===== src/rtl/assert_macros.svh =====
// Assertion helpers, clocked on clk.
`ifndef ASSERT_MACROS_SVH
`define ASSERT_MACROS_SVH

// checked outside reset
`define ASSERT_CLK(label, prop, msg) \
  label: assert property (@(posedge clk) disable iff (rst) prop) else $error(msg);

// checked during reset as well
`define ASSERT_CLK_ALWAYS(label, prop, msg) \
  label: assert property (@(posedge clk) prop) else $error(msg);

`endif


===== src/rtl/qbd_pkg.sv =====
`timescale 1ns / 1ps
`default_nettype none
package qbd_pkg;

  localparam int BLOCK_WEIGHTS = 32;

  localparam logic [2:0] FMT_HALF = 3'd0;
  localparam logic [2:0] FMT_Q4_0 = 3'd1;
  localparam logic [2:0] FMT_Q4_1 = 3'd2;
  localparam logic [2:0] FMT_Q5_0 = 3'd3;
  localparam logic [2:0] FMT_Q8_0 = 3'd4;

  localparam logic [5:0] LEN_HALF = 6'd2;
  localparam logic [5:0] LEN_Q4_0 = 6'd18;
  localparam logic [5:0] LEN_Q4_1 = 6'd20;
  localparam logic [5:0] LEN_Q5_0 = 6'd22;
  localparam logic [5:0] LEN_Q8_0 = 6'd34;

  localparam logic [31:0] CANON_NAN = 32'h7FC0_0000;

  typedef enum logic [1:0] {
    KIND_HALF = 2'd0,
    KIND_MUL  = 2'd1,
    KIND_SUM  = 2'd2
  } kind_t;

  typedef struct packed {
    kind_t       kind;
    logic [15:0] scale;
    logic [15:0] offset;
    logic        k_neg;
    logic [7:0]  k_mag;
    logic [4:0]  idx;
    logic        run_end;
    logic        stream_end;
  } job_t;

  typedef struct packed {
    logic       we;
    logic [2:0] fmt;
  } cfg_wr_t;

  function automatic logic [31:0] half_to_single(input logic [15:0] h);
    logic       s;
    logic [4:0] ex;
    logic [9:0] man;
    logic [3:0] p;
    logic [3:0] shifts;
    logic [9:0] mn;
    logic [7:0] e8;
    s   = h[15];
    ex  = h[14:10];
    man = h[9:0];
    p   = 4'd0;
    for (int i = 0; i < 10; i++) begin
      if (man[i]) p = 4'(i);
    end
    shifts = 4'd10 - p;
    mn     = man << shifts;
    e8     = 8'd113 - {4'd0, shifts};
    if (ex == 5'd0) begin
      if (man == 10'd0) half_to_single = {s, 31'd0};
      else half_to_single = {s, e8, mn, 13'd0};
    end else if (ex == 5'd31) begin
      half_to_single = {s, 8'hFF, man, 13'd0};
    end else begin
      half_to_single = {s, 8'({3'd0, ex} + 8'd112), man, 13'd0};
    end
  endfunction

endpackage
`default_nettype wire


===== src/rtl/qbd_fifo.sv =====
`timescale 1ns / 1ps
`default_nettype none
module qbd_fifo #(
  parameter int DEPTH = 4
) (
  input  wire logic          clk,
  input  wire logic          rst,
  input  wire logic          push,
  input  wire qbd_pkg::job_t din,
  output logic               full,
  input  wire logic          pop,
  output qbd_pkg::job_t      dout,
  output logic               empty
);
  localparam int PW = (DEPTH > 1) ? $clog2(DEPTH) : 1;
  localparam int CW = $clog2(DEPTH + 1);

  qbd_pkg::job_t mem [DEPTH];
  logic [PW-1:0] rd_ptr, wr_ptr;
  logic [CW-1:0] count;

  assign full  = (count == CW'(DEPTH));
  assign empty = (count == '0);
  assign dout  = mem[rd_ptr];

  always_ff @(posedge clk) begin
    if (rst) begin
      rd_ptr <= '0;
      wr_ptr <= '0;
      count  <= '0;
    end else begin
      if (push) begin
        wr_ptr <= (wr_ptr == PW'(DEPTH - 1)) ? '0 : wr_ptr + PW'(1);
      end
      if (pop) begin
        rd_ptr <= (rd_ptr == PW'(DEPTH - 1)) ? '0 : rd_ptr + PW'(1);
      end
      if (push && !pop) count <= count + CW'(1);
      else if (pop && !push) count <= count - CW'(1);
    end
  end

  always_ff @(posedge clk) begin
    if (push) mem[wr_ptr] <= din;
  end
endmodule
`default_nettype wire


===== src/rtl/qbd_front.sv =====
`timescale 1ns / 1ps
`default_nettype none
module qbd_front (
  input  wire logic             clk,
  input  wire logic             rst,
  input  wire qbd_pkg::cfg_wr_t cfg,
  output logic [2:0]            fmt,
  input  wire logic             in_valid,
  output logic                  in_ready,
  input  wire logic [7:0]       data_byte,
  input  wire logic             last_byte,
  output logic                  push,
  output qbd_pkg::job_t         job,
  input  wire logic             q_full
);
  logic [5:0]  byte_position, byte_position_next;
  logic [15:0] scale_half, scale_half_next;
  logic [15:0] offset_half, offset_half_next;
  logic [31:0] high_bit_mask, high_bit_mask_next;
  logic [7:0]  held_low_byte, held_low_byte_next;
  logic [4:0]  half_weight_count, half_weight_count_next;

  qbd_pkg::job_t slot0, slot1, j0, j1;
  logic          slot0_v, slot1_v;
  logic [1:0]    n;
  logic          accept;

  logic [5:0] len, pos, pos_inc;
  logic [3:0] lo, hi, q;
  logic [1:0] sh;

  function automatic logic [8:0] to_sm(input logic signed [8:0] v);
    logic [8:0] a;
    a = v[8] ? 9'(-v) : 9'(v);
    to_sm = {v[8], a[7:0]};
  endfunction

  assign push     = slot0_v && !q_full;
  assign job      = slot0;
  assign in_ready = !slot0_v || (!slot1_v && push);
  assign accept   = in_valid && in_ready;

  assign lo = data_byte[3:0];
  assign hi = data_byte[7:4];

  always_comb begin
    unique case (fmt)
      qbd_pkg::FMT_HALF: len = qbd_pkg::LEN_HALF;
      qbd_pkg::FMT_Q4_0: len = qbd_pkg::LEN_Q4_0;
      qbd_pkg::FMT_Q4_1: len = qbd_pkg::LEN_Q4_1;
      qbd_pkg::FMT_Q5_0: len = qbd_pkg::LEN_Q5_0;
      qbd_pkg::FMT_Q8_0: len = qbd_pkg::LEN_Q8_0;
      default:           len = 6'd0;
    endcase
  end

  always_comb begin
    byte_position_next     = byte_position;
    scale_half_next        = scale_half;
    offset_half_next       = offset_half;
    high_bit_mask_next     = high_bit_mask;
    held_low_byte_next     = held_low_byte;
    half_weight_count_next = half_weight_count;
    n        = 2'd0;
    j0       = '0;
    j1       = '0;
    j0.scale = scale_half;
    j1.scale = scale_half;
    pos      = (byte_position >= len) ? 6'd0 : byte_position;
    pos_inc  = pos + 6'd1;
    q        = 4'(pos - 6'd6);
    sh       = 2'(pos - 6'd2);
    if (len != 6'd0) begin
      if (pos == 6'd0) begin
        held_low_byte_next = data_byte;
      end else if (fmt == qbd_pkg::FMT_HALF) begin
        j0.kind  = qbd_pkg::KIND_HALF;
        j0.scale = {data_byte, held_low_byte};
        j0.idx   = half_weight_count;
        n        = 2'd1;
        half_weight_count_next = half_weight_count + 5'd1;
      end else if (pos == 6'd1) begin
        scale_half_next = {data_byte, held_low_byte};
      end else begin
        unique case (fmt)
          qbd_pkg::FMT_Q4_0: begin
            j0.kind = qbd_pkg::KIND_MUL;
            j1.kind = qbd_pkg::KIND_MUL;
            {j0.k_neg, j0.k_mag} = to_sm(9'sd0 + $signed({5'd0, lo}) - 9'sd8);
            {j1.k_neg, j1.k_mag} = to_sm(9'sd0 + $signed({5'd0, hi}) - 9'sd8);
            j0.idx = 5'(pos - 6'd2);
            j1.idx = 5'(pos - 6'd2) + 5'd16;
            n = 2'd2;
          end
          qbd_pkg::FMT_Q4_1: begin
            if (pos == 6'd2) begin
              held_low_byte_next = data_byte;
            end else if (pos == 6'd3) begin
              offset_half_next = {data_byte, held_low_byte};
            end else begin
              j0.kind   = qbd_pkg::KIND_SUM;
              j1.kind   = qbd_pkg::KIND_SUM;
              j0.offset = offset_half;
              j1.offset = offset_half;
              j0.k_mag  = {4'd0, lo};
              j1.k_mag  = {4'd0, hi};
              j0.idx    = 5'(pos - 6'd4);
              j1.idx    = 5'(pos - 6'd4) + 5'd16;
              n = 2'd2;
            end
          end
          qbd_pkg::FMT_Q5_0: begin
            if (pos < 6'd6) begin
              high_bit_mask_next[{sh, 3'd0} +: 8] = data_byte;
            end else begin
              j0.kind = qbd_pkg::KIND_MUL;
              j1.kind = qbd_pkg::KIND_MUL;
              {j0.k_neg, j0.k_mag} =
                to_sm($signed({4'd0, high_bit_mask[{1'b0, q}], lo}) - 9'sd16);
              {j1.k_neg, j1.k_mag} =
                to_sm($signed({4'd0, high_bit_mask[{1'b1, q}], hi}) - 9'sd16);
              j0.idx = {1'b0, q};
              j1.idx = {1'b1, q};
              n = 2'd2;
            end
          end
          default: begin
            j0.kind = qbd_pkg::KIND_MUL;
            {j0.k_neg, j0.k_mag} = to_sm({data_byte[7], data_byte});
            j0.idx = 5'(pos - 6'd2);
            n = 2'd1;
          end
        endcase
      end
      byte_position_next = (pos_inc >= len) ? 6'd0 : pos_inc;
    end
    if (n == 2'd1) begin
      j0.run_end    = 1'b1;
      j0.stream_end = last_byte;
    end else if (n == 2'd2) begin
      j1.run_end    = 1'b1;
      j1.stream_end = last_byte;
    end
    if (last_byte) begin
      byte_position_next     = 6'd0;
      half_weight_count_next = 5'd0;
    end
  end

  always_ff @(posedge clk) begin
    if (rst) begin
      fmt               <= qbd_pkg::FMT_Q4_0;
      byte_position     <= '0;
      scale_half        <= '0;
      offset_half       <= '0;
      high_bit_mask     <= '0;
      held_low_byte     <= '0;
      half_weight_count <= '0;
      slot0_v           <= 1'b0;
      slot1_v           <= 1'b0;
    end else begin
      if (cfg.we) begin
        fmt               <= cfg.fmt;
        byte_position     <= '0;
        half_weight_count <= '0;
      end else if (accept) begin
        byte_position     <= byte_position_next;
        scale_half        <= scale_half_next;
        offset_half       <= offset_half_next;
        high_bit_mask     <= high_bit_mask_next;
        held_low_byte     <= held_low_byte_next;
        half_weight_count <= half_weight_count_next;
      end
      if (accept) begin
        slot0_v <= (n != 2'd0);
        slot1_v <= (n == 2'd2);
      end else if (push) begin
        slot0_v <= slot1_v;
        slot1_v <= 1'b0;
      end
    end
  end

  always_ff @(posedge clk) begin
    if (accept) begin
      slot0 <= j0;
      slot1 <= j1;
    end else if (push) begin
      slot0 <= slot1;
    end
  end
endmodule
`default_nettype wire


===== src/rtl/qbd_back.sv =====
`timescale 1ns / 1ps
`default_nettype none
module qbd_back (
  input  wire logic          clk,
  input  wire logic          rst,
  input  wire qbd_pkg::job_t job,
  input  wire logic          q_empty,
  output logic               pop,
  output logic               out_valid,
  input  wire logic          out_ready,
  output logic [31:0]        weight_bits,
  output logic [4:0]         element_index,
  output logic               run_end,
  output logic               stream_end
);
  typedef struct packed {
    logic [4:0] idx;
    logic       run_end;
    logic       stream_end;
    logic       special;
    logic [31:0] sbits;
    logic       sa;
    logic       sb;
  } tag_t;

  logic advance;
  logic v1, v2, v3, v4;

  // stage 1: decode, multiply, specials
  tag_t        t1;
  logic [18:0] prod1;
  logic [4:0]  ea1, eb1;
  logic [10:0] mb1;
  // stage 2: align
  tag_t        t2;
  logic [47:0] a2, b2;
  // stage 3: add
  tag_t        t3;
  logic [48:0] n3;
  logic        s3;
  // stage 4: coarse normalise
  tag_t        t4;
  logic [55:0] n4;
  logic [2:0]  g4;
  logic        s4;
  logic        z4;

  assign advance = !out_valid || out_ready;
  assign pop     = advance && !q_empty;

  // stage 1 logic
  logic        ss, sbo, s_inf, s_nan, b_inf, b_nan, a_nan, a_inf, sa_c;
  logic [10:0] ma, mbc;
  logic [4:0]  eac, ebc;
  tag_t        t1_c;
  always_comb begin
    ss    = job.scale[15];
    s_inf = (job.scale[14:10] == 5'd31) && (job.scale[9:0] == 10'd0);
    s_nan = (job.scale[14:10] == 5'd31) && (job.scale[9:0] != 10'd0);
    ma    = {job.scale[14:10] != 5'd0, job.scale[9:0]};
    eac   = (job.scale[14:10] == 5'd0) ? 5'd1 : job.scale[14:10];
    sbo   = job.offset[15];
    b_inf = (job.offset[14:10] == 5'd31) && (job.offset[9:0] == 10'd0);
    b_nan = (job.offset[14:10] == 5'd31) && (job.offset[9:0] != 10'd0);
    mbc   = {job.offset[14:10] != 5'd0, job.offset[9:0]};
    ebc   = (job.offset[14:10] == 5'd0) ? 5'd1 : job.offset[14:10];
    sa_c  = ss ^ job.k_neg;
    a_nan = s_nan || (s_inf && job.k_mag == 8'd0);
    a_inf = s_inf && job.k_mag != 8'd0;
    t1_c            = '0;
    t1_c.idx        = job.idx;
    t1_c.run_end    = job.run_end;
    t1_c.stream_end = job.stream_end;
    t1_c.sa         = sa_c;
    t1_c.sb         = sbo;
    unique case (job.kind)
      qbd_pkg::KIND_HALF: begin
        t1_c.special = 1'b1;
        t1_c.sbits   = qbd_pkg::half_to_single(job.scale);
      end
      qbd_pkg::KIND_SUM: begin
        if (a_nan || b_nan || (a_inf && b_inf && sa_c != sbo)) begin
          t1_c.special = 1'b1;
          t1_c.sbits   = qbd_pkg::CANON_NAN;
        end else if (a_inf) begin
          t1_c.special = 1'b1;
          t1_c.sbits   = {sa_c, 8'hFF, 23'd0};
        end else if (b_inf) begin
          t1_c.special = 1'b1;
          t1_c.sbits   = {sbo, 8'hFF, 23'd0};
        end
      end
      default: begin
        t1_c.sb = sa_c;
        if (a_nan) begin
          t1_c.special = 1'b1;
          t1_c.sbits   = qbd_pkg::CANON_NAN;
        end else if (a_inf) begin
          t1_c.special = 1'b1;
          t1_c.sbits   = {sa_c, 8'hFF, 23'd0};
        end
      end
    endcase
  end

  // stage 3 logic
  logic [48:0] n3_c;
  logic        s3_c;
  always_comb begin
    if (t2.sa == t2.sb) begin
      n3_c = {1'b0, a2} + {1'b0, b2};
      s3_c = t2.sa;
    end else if (a2 >= b2) begin
      n3_c = {1'b0, a2 - b2};
      s3_c = t2.sa;
    end else begin
      n3_c = {1'b0, b2 - a2};
      s3_c = t2.sb;
    end
    if (n3_c == 49'd0) s3_c = (t2.sa == t2.sb) ? t2.sa : 1'b0;
  end

  // stage 4 logic
  logic [55:0] w4;
  logic [2:0]  g4_c;
  always_comb begin
    w4   = {7'd0, n3};
    g4_c = 3'd0;
    for (int i = 0; i < 7; i++) begin
      if (w4[8*i +: 8] != 8'd0) g4_c = 3'(i);
    end
  end

  // stage 5 logic
  logic [2:0]  f5;
  logic [55:0] x5;
  logic [5:0]  l5;
  logic        rnd;
  logic [30:0] mag5;
  logic [31:0] res5;
  always_comb begin
    f5 = 3'd0;
    for (int i = 0; i < 8; i++) begin
      if (n4[48 + i]) f5 = 3'(i);
    end
    x5   = n4 << (3'd7 - f5);
    l5   = {g4, f5};
    rnd  = x5[31] && ((x5[30:0] != 31'd0) || x5[32]);
    mag5 = {8'({2'd0, l5} + 8'd103), x5[54:32]} + {30'd0, rnd};
    if (t4.special) res5 = t4.sbits;
    else if (z4) res5 = {s4, 31'd0};
    else res5 = {s4, mag5};
  end

  always_ff @(posedge clk) begin
    if (rst) begin
      v1 <= 1'b0;
      v2 <= 1'b0;
      v3 <= 1'b0;
      v4 <= 1'b0;
      out_valid <= 1'b0;
    end else if (advance) begin
      v1 <= pop;
      v2 <= v1;
      v3 <= v2;
      v4 <= v3;
      out_valid <= v4;
    end
  end

  always_ff @(posedge clk) begin
    if (advance) begin
      t1    <= t1_c;
      prod1 <= 19'(ma * job.k_mag);
      ea1   <= eac;
      eb1   <= ebc;
      mb1   <= (job.kind == qbd_pkg::KIND_SUM) ? mbc : 11'd0;
      t2    <= t1;
      a2    <= {29'd0, prod1} << (ea1 - 5'd1);
      b2    <= {37'd0, mb1} << (eb1 - 5'd1);
      t3    <= t2;
      n3    <= n3_c;
      s3    <= s3_c;
      t4    <= t3;
      n4    <= w4 << {3'd6 - g4_c, 3'd0};
      g4    <= g4_c;
      s4    <= s3;
      z4    <= (n3 == 49'd0);
      weight_bits   <= res5;
      element_index <= t4.idx;
      run_end       <= t4.run_end;
      stream_end    <= t4.stream_end;
    end
  end
endmodule
`default_nettype wire


===== src/rtl/quant_block_dequantizer_unit.sv =====
// Block dequantiser: packed weight blocks enter a byte per transfer and leave as
// single-precision weights, one per cycle while out_ready is high. A nibble byte
// of Q4_0, Q4_1 or Q5_0 gives two weights and holds off the input until the first
// has gone; a Q8_0 byte gives one, a half-precision pair one, a header byte none.
// The pipeline retires one weight per cycle while not stalled. Stages: front job
// register, queue, multiply, align, add, two normalise steps. fmt resets to Q4_0.
`timescale 1ns / 1ps
`default_nettype none
`include "assert_macros.svh"
module quant_block_dequantizer_unit #(
  parameter int QUEUE_DEPTH = 4
) (
  input  wire logic        clk,
  input  wire logic        rst,
  input  wire logic        psel,
  input  wire logic        penable,
  input  wire logic        pwrite,
  input  wire logic [2:0]  paddr,
  input  wire logic [31:0] pwdata,
  output logic [31:0]      prdata,
  output logic             pready,
  input  wire logic        in_valid,
  output logic             in_ready,
  input  wire logic [7:0]  data_byte,
  input  wire logic        last_byte,
  output logic             out_valid,
  input  wire logic        out_ready,
  output logic [31:0]      weight_bits,
  output logic [4:0]       element_index,
  output logic             run_end,
  output logic             stream_end
);
  qbd_pkg::cfg_wr_t cfg;
  qbd_pkg::job_t    f_job, q_job;
  logic [2:0]       fmt;
  logic             push, q_full, q_empty, pop;

  assign pready  = 1'b1;
  assign cfg.we  = psel && penable && pwrite && (paddr[2] == 1'b0);
  assign cfg.fmt = pwdata[2:0];
  assign prdata  = paddr[2] ? 32'd0 : {29'd0, fmt};

  qbd_front u_front (
    .clk       (clk),
    .rst       (rst),
    .cfg       (cfg),
    .fmt       (fmt),
    .in_valid  (in_valid),
    .in_ready  (in_ready),
    .data_byte (data_byte),
    .last_byte (last_byte),
    .push      (push),
    .job       (f_job),
    .q_full    (q_full)
  );

  qbd_fifo #(.DEPTH(QUEUE_DEPTH)) u_fifo (
    .clk   (clk),
    .rst   (rst),
    .push  (push),
    .din   (f_job),
    .full  (q_full),
    .pop   (pop),
    .dout  (q_job),
    .empty (q_empty)
  );

  qbd_back u_back (
    .clk           (clk),
    .rst           (rst),
    .job           (q_job),
    .q_empty       (q_empty),
    .pop           (pop),
    .out_valid     (out_valid),
    .out_ready     (out_ready),
    .weight_bits   (weight_bits),
    .element_index (element_index),
    .run_end       (run_end),
    .stream_end    (stream_end)
  );

  `ASSERT_CLK(a_no_push_full, push |-> !q_full, "queue written while full")
  `ASSERT_CLK(a_no_pop_empty, pop |-> !q_empty, "queue read while empty")
  `ASSERT_CLK(a_stream_end_run, (out_valid && stream_end) |-> run_end, "stream end off run end")
  `ASSERT_CLK_ALWAYS(a_pready, pready, "pready low")
endmodule
`default_nettype wire

===== config.mk =====
export PLATFORM = sky130hd
export DESIGN_NAME = quant_block_dequantizer_unit
export DESIGN_NICKNAME = d
export VERILOG_FILES = /design/src/rtl/qbd_pkg.sv /design/src/rtl/qbd_fifo.sv /design/src/rtl/qbd_front.sv /design/src/rtl/qbd_back.sv /design/src/rtl/quant_block_dequantizer_unit.sv
export VERILOG_INCLUDE_DIRS = /design/src /design/src/rtl
export SDC_FILE = /design/constraint.sdc
export NUM_CORES = 2
export LEC_CHECK = 0
export BUFFER_PORTS_ARGS = -buffer_cell sky130_fd_sc_hd__buf_2
export CELL_PAD_IN_SITES_DETAIL_PLACEMENT = 1
export CELL_PAD_IN_SITES_GLOBAL_PLACEMENT = 1
export CORE_MARGIN = 2
export CORE_UTILIZATION = 40
export CTS_CLUSTER_SIZE = 16
export DETAILED_ROUTE_END_ITERATION = 16
export GPL_ROUTABILITY_DRIVEN = 0
export PLACE_DENSITY = 0.69
export SYNTH_ARGS = -nofsm -noshare
export SYNTH_HDL_FRONTEND = slang
export SYNTH_HIERARCHICAL = 1
export SYNTH_SLANG_ARGS = --single-unit

===== constraint.sdc =====
create_clock -name clk -period 9.7 [get_ports clk]
set_clock_uncertainty 0.2 [all_clocks]
set_input_delay 0.97 -clock clk [delete_from_list [all_inputs] [get_ports clk]]
set_output_delay 0.97 -clock clk [all_outputs]
set_load 0.05 [all_outputs]

Word level (Yosys, flattened, before mapping)
Memories as Yosys holds them, arrays and structs flattened. A register that Yosys moved wholly into a read port is not among the register bits. Cells that the tools add are included.

Add/subtract/negate cells: 33. $mul: 1. Magnitude comparators: 6. Equal/unequal tests: 20. Shifts and indexed selects: 7. Multiplexer cells: 114. Bitwise operators: 9. Reductions and logical operators: 71.

Operators by type and width (count): $mux W33 (5); $mux W48 (3); $mux W31 (4); $mux W50 (2); $logic_not A49 Y1 (2); $sub A48 B48 Y48 (2); $mux W8 (10); $pmux W13 S3 (2); $pmux W33 S2 (1); $mux W16 (4); $shl A49 B6 Y56 (1); $shl A56 B3 Y55 (1); $add A48 B48 Y49 (1); $mux W49 (1); $ge A48 B48 Y1 (1); $reduce_bool A8 Y1 (6); $shl A11 B5 Y48 (1); $shl A19 B5 Y48 (1); $mux W2 (21); $mux W3 (14); $bwmux W32 (1); $mux W32 (1); $shift A8 B7 Y32 const A (1); $shiftx A8 B7 Y32 (1); other kinds (79) (174).

Flip-flop bits (word level): 650. Memory bits (writable): 200. Output and inout bits: 74. Logic and storage cells: 335. Memories: 1.

Memories: u_fifo.mem (words 4, bits a word 50, read ports 1, clocked after memory_dff 1, write ports 1, RTL line qbd_fifo.sv:18) `qbd_pkg::job_t mem [DEPTH];`.

Longest topological paths before layout
Depth in word-level cells: 17. Depth in mapped cells: 25. Gate-level depth less buffers: 22.

Cells and area by module
Netlist, hierarchy kept.

By module, submodules not included: qbd_back (times used 1, cells an instance 3136, area each 30071.3 µm², sequential area each 11751.3 µm²); qbd_front (times used 1, cells an instance 939, area each 9127.5 µm², sequential area each 4764.6 µm²); qbd_fifo (times used 1, cells an instance 307, area each 7714.9 µm², sequential area each 6185.9 µm²); quant_block_dequantizer_unit (times used 1, cells an instance 36, area each 269.0 µm², sequential area each 0.0 µm²).

Worst setup path after synthesis
OpenSTA, ideal clock, no wires.

Path kind: input to register. Start: input out_ready. End: register u_back.v2. Data arrival time: 9283 ps. Required time: 9355 ps. Path slack: 72 ps. Stages: 4. Cell sequence: nor2b_1 > inv_1 > mux2i_1 > nor2_1.

Cells in the longest elaborated chain, start to end: 1.

Ends and longest elaborated chain: from (decl) (RTL line quant_block_dequantizer_unit.sv:27) `input wire logic out_ready,`; $logic_or A1 B1 Y1 (RTL line qbd_back.sv:48) `assign advance = !out_valid || out_ready;`; to (signal assigned) (RTL line qbd_back.sv:164) `v2 <= v1;`; to (decl) (RTL line qbd_back.sv:27) `logic v1, v2, v3, v4;`.

Every way passes these cells. A chain may end at the register's enable or synchronous reset.

Worst setup path after layout
Start: register u_back.a2[11]. End: register u_back.s3 (data pin).

Cells in the longest elaborated chain, start to end: 5.

Ends and longest elaborated chain: from (decl) (RTL line qbd_back.sv:36) `logic [47:0] a2, b2;`; from (signal assigned) (RTL line qbd_back.sv:179) `a2 <= {29'd0, prod1} << (ea1 - 5'd1);`; $ge A48 B48 Y1 (RTL line qbd_back.sv:113) `end else if (a2 >= b2) begin`; $mux W48 (RTL line qbd_back.sv:113); $mux W49 (RTL line qbd_back.sv:110) `if (t2.sa == t2.sb) begin`; named net u_back.n3_c[3] (RTL line qbd_back.sv:107) `logic [48:0] n3_c;`; $logic_not A49 Y1 (RTL line qbd_back.sv:120) `if (n3_c == 49'd0) s3_c = (t2.sa == t2.sb) ? t2.sa : 1'b0;`; $mux W1 (RTL line qbd_back.sv:120); named net u_back.s3_c (RTL line qbd_back.sv:108) `logic s3_c;`; to (signal assigned) (RTL line qbd_back.sv:183) `s3 <= s3_c;`; to (decl) (RTL line qbd_back.sv:40) `logic s3;`.

The timed path passes the listed nets, and every way through them passes these cells.

==> impl_metrics.yaml <==
sta:
  post-route-min-period_ns: 6.89
  hold_viol: 0
  drv_slew: 0
  maxClockFrequency_mhz: 145
  fin_setup_tns_ns: 0
  maxSlewHeadroom: 0.235
  tightestPinTransition_ns: 1.15
  rsz0062_at_grt: "false"
  finalCritPeriodShare: 0.710
  setup_viol: 0
die:
  dieArea_um2: 121000
  design.core.area_um2: 117000
  row_count: 126
  ioPinCount: 125
  die_h_um: 347
  start_util: 0.402
  die_x_um: 347
clock_tree:
  clockBufferDepth: 3
  holdBufCountCts: 0
  cts.reportedPaths.clkPinSlew_ns: 0.06
  numCtsBuffers: 85
  cts_sinks: 790
  cts_tree: "yes"
  htree_levels: 3
  post_cts_resized: 0
  worstSkewPairLatency_ns: 0.67
  cts-root-buf: "clkbuf_16"
  cts_setup_buffers: 0
grt:
  grt_pass1_wl_mm: 216
  antenna_found_initial: 0
  grt_pass1_vias: 35978
  grt_overflow_total: 0
  grt_usage: 0.227
  grt_max_degree: 173
placed_design:
  hpwlAfterDp_mm: 103
  placedCellCount: 5812
  place_area_um2: 48600
  port_buffers: 63
setup_path:
  critical_path_class: "flop to flop"
  end_kind: "flop"
  crit_required_ns: 9.90
  cp_max_fo: 30
  cp.arrival_ns: 7.09
  startpoint_type: "flop"
drt:
  vias_per_cell: 5.80
  drc: 0
  drt_first_pass_iters: 5
  routed_wl_mm: 139
  drt_iter0_markers: 2376
  wl_per_cell_um: 23.3
  dr_total_vias: 34643
  ant_nets: 0
synth:
  yosys_warnings: 6
  avgSynthCellArea_um2: 10.7
  yosys.area.top_type: "edfxtp_1"
  ys_ff_latch: 790
  ys_top_cells_by_area: "edfxtp_1, ha_1, dfxtp_1, mux4_2, a21oi_1"
  syn_area_um2: 47200
  synth_flop_cell: "edfxtp_1"
  synth-edff-count: 688
  synth.distinct_cells: 112
  synth_cells: 4418
  synth_top_area_share: 0.438
  ys_async_sr_fraction: 0
  synth-seq-area-share: 0.481
min_path:
  hp-class: "flop to flop"
final_layout:
  synthToLayoutAreaGrowth_pct: 8.92
  instances_no_fill: 5970
  final_layout_size_suffix_gt1_frac: 0.0977
  diodes: 0
  fin_nets: 4686
  final_core_util: 0.438
  final_cell_area_um2: 51400
status:
  status: "finished clean"
run:
  cap_violations: 0
==> state kept, by name, indices dropped and copies added (netlist names), 6 cells and up, named ones only <==
signal and flops:
u_front/offset_half 16, u_back/n4 56, u_front/job 50, u_back/b2 42
u_back/t3 26, u_back/prod1 19, u_front/slot1 50, u_front/held_low_byte 8
u_fifo/mem 200, u_front/high_bit_mask 32, u_back/mb1 11, u_back/t4 26
u_back/t1 28, u_back/n3 49, u_back/weight_bits 32, u_back/t2 28
u_back/a2 48, u_front/scale_half 16, u_front/byte_position 6
==> worst max-delay path: stages (launching register included) <==
cell,delay (ns)
edfxtp_1,0.38
inv_1,0.07
ha_1,0.54
a21oi_1,0.61
o21ai_0,0.26
a21oi_1,0.40
a311oi_4,0.14
buf_4,0.24
nor3_4,0.56
buf_4,0.50
mux2i_1,0.13
mux2_2,0.29
xnor2_1,0.18
or4_1,0.51
nor4_1,0.83
nand4_1,0.33
mux2_1,0.40
==> routing by layer <==
layer,up-vias,routed length (um),track usage
met5,-,0,0
met4,0,5230,0.0835
met3,263,5620,0.0290
met2,849,69500,0.401
met1,17460,58800,0.285
li1,16071,-,-
==> final timing paths <==
| check | startpoint | end | slack [ns] | cells after the start |
|---|---|---|---|---|
| max reg2reg | u_back/a2[11] | u_back/s3 | 2.81 | 16 |
| min | u_back/t2[25] | u_back/t3[25] | 0.21 | 0 |
| max | u_back/a2[11] | u_back/s3 | 2.81 | 16 |
| min reg2reg | u_back/t2[25] | u_back/t3[25] | 0.21 | 0 |
==> cells in the mapped netlist (35+ instances only) <==
cell and count:
a211oi_1 46, buf_4 39, nor4_1 61, o22ai_1 51, nand2b_1 56, clkbuf_1 177
edfxtp_1 688, nor2_1 403, xor2_1 35, and2_1 158, ha_1 214, o21ai_0 173
mux4_2 88, xnor2_1 63, nor2b_1 37, dfxtp_1 102, buf_2 35, nand4_1 51
nand3_1 89, a21oi_1 329, a31oi_1 50, mux2i_1 137, nand2_1 375, inv_1 258
nor3_1 66, fa_1 58, mux2_2 45
==> cells by family after synthesis <==
kind of cell             share of synthesized area
buffers and inverters                       0.0497
other                                     0.000239
multiplexers                                0.0820
AND/OR/NAND/NOR                              0.151
XOR/XNOR                                    0.0182
adder cells (fa/ha/maj)                     0.0814
flip-flops                                   0.481
AO/OA/AOI/OAI                                0.136
==> through the flow <==
stage	worst slack (ns)	hold WS [ns]
after floorplan	0.0724	0.200
after global placement	2.82	0.201
after detailed placement	2.73	0.205
after CTS	2.71	0.213
after global routing	2.41	0.221
final	2.81	0.213
==> final cells by class <==
| cell class | count | area [um2] |
|---|---|---|
| clock buffer | 105 | 2200 |
| fill | 12812 | 66100 |
| sequential | 790 | 22700 |
| inverter | 265 | 1010 |
| tap | 1536 | 1920 |
| clock inverter | 53 | 581 |
| multi-input combinational | 3114 | 22300 |
| timing repair buffer | 107 | 658 |
==> layout by cell type, fill, tap and decap left out, drive strengths merged, types with 37 or more instances in the layout <==
| cell | count |
|---|---|
| nor3 | 71 |
| ha | 214 |
| clkinv | 40 |
| a31oi | 50 |
| a21oi | 333 |
| nand4 | 52 |
| edfxtp | 688 |
| clkbuf | 105 |
| mux4 | 88 |
| mux2i | 137 |
| dfxtp | 102 |
| buf | 107 |
| inv | 265 |
| nor2b | 37 |
| and2 | 158 |
| nand3 | 91 |
| mux2 | 46 |
| fa | 58 |
| o21ai | 182 |
| nor2 | 404 |
| nand2b | 56 |
| nand2 | 375 |
| a211oi | 48 |
| nor4 | 64 |
| o22ai | 51 |
| xnor2 | 63 |
Power is not shown: default switching activity piles up to over one toggle a cycle in this logic, so the estimate is an artifact.
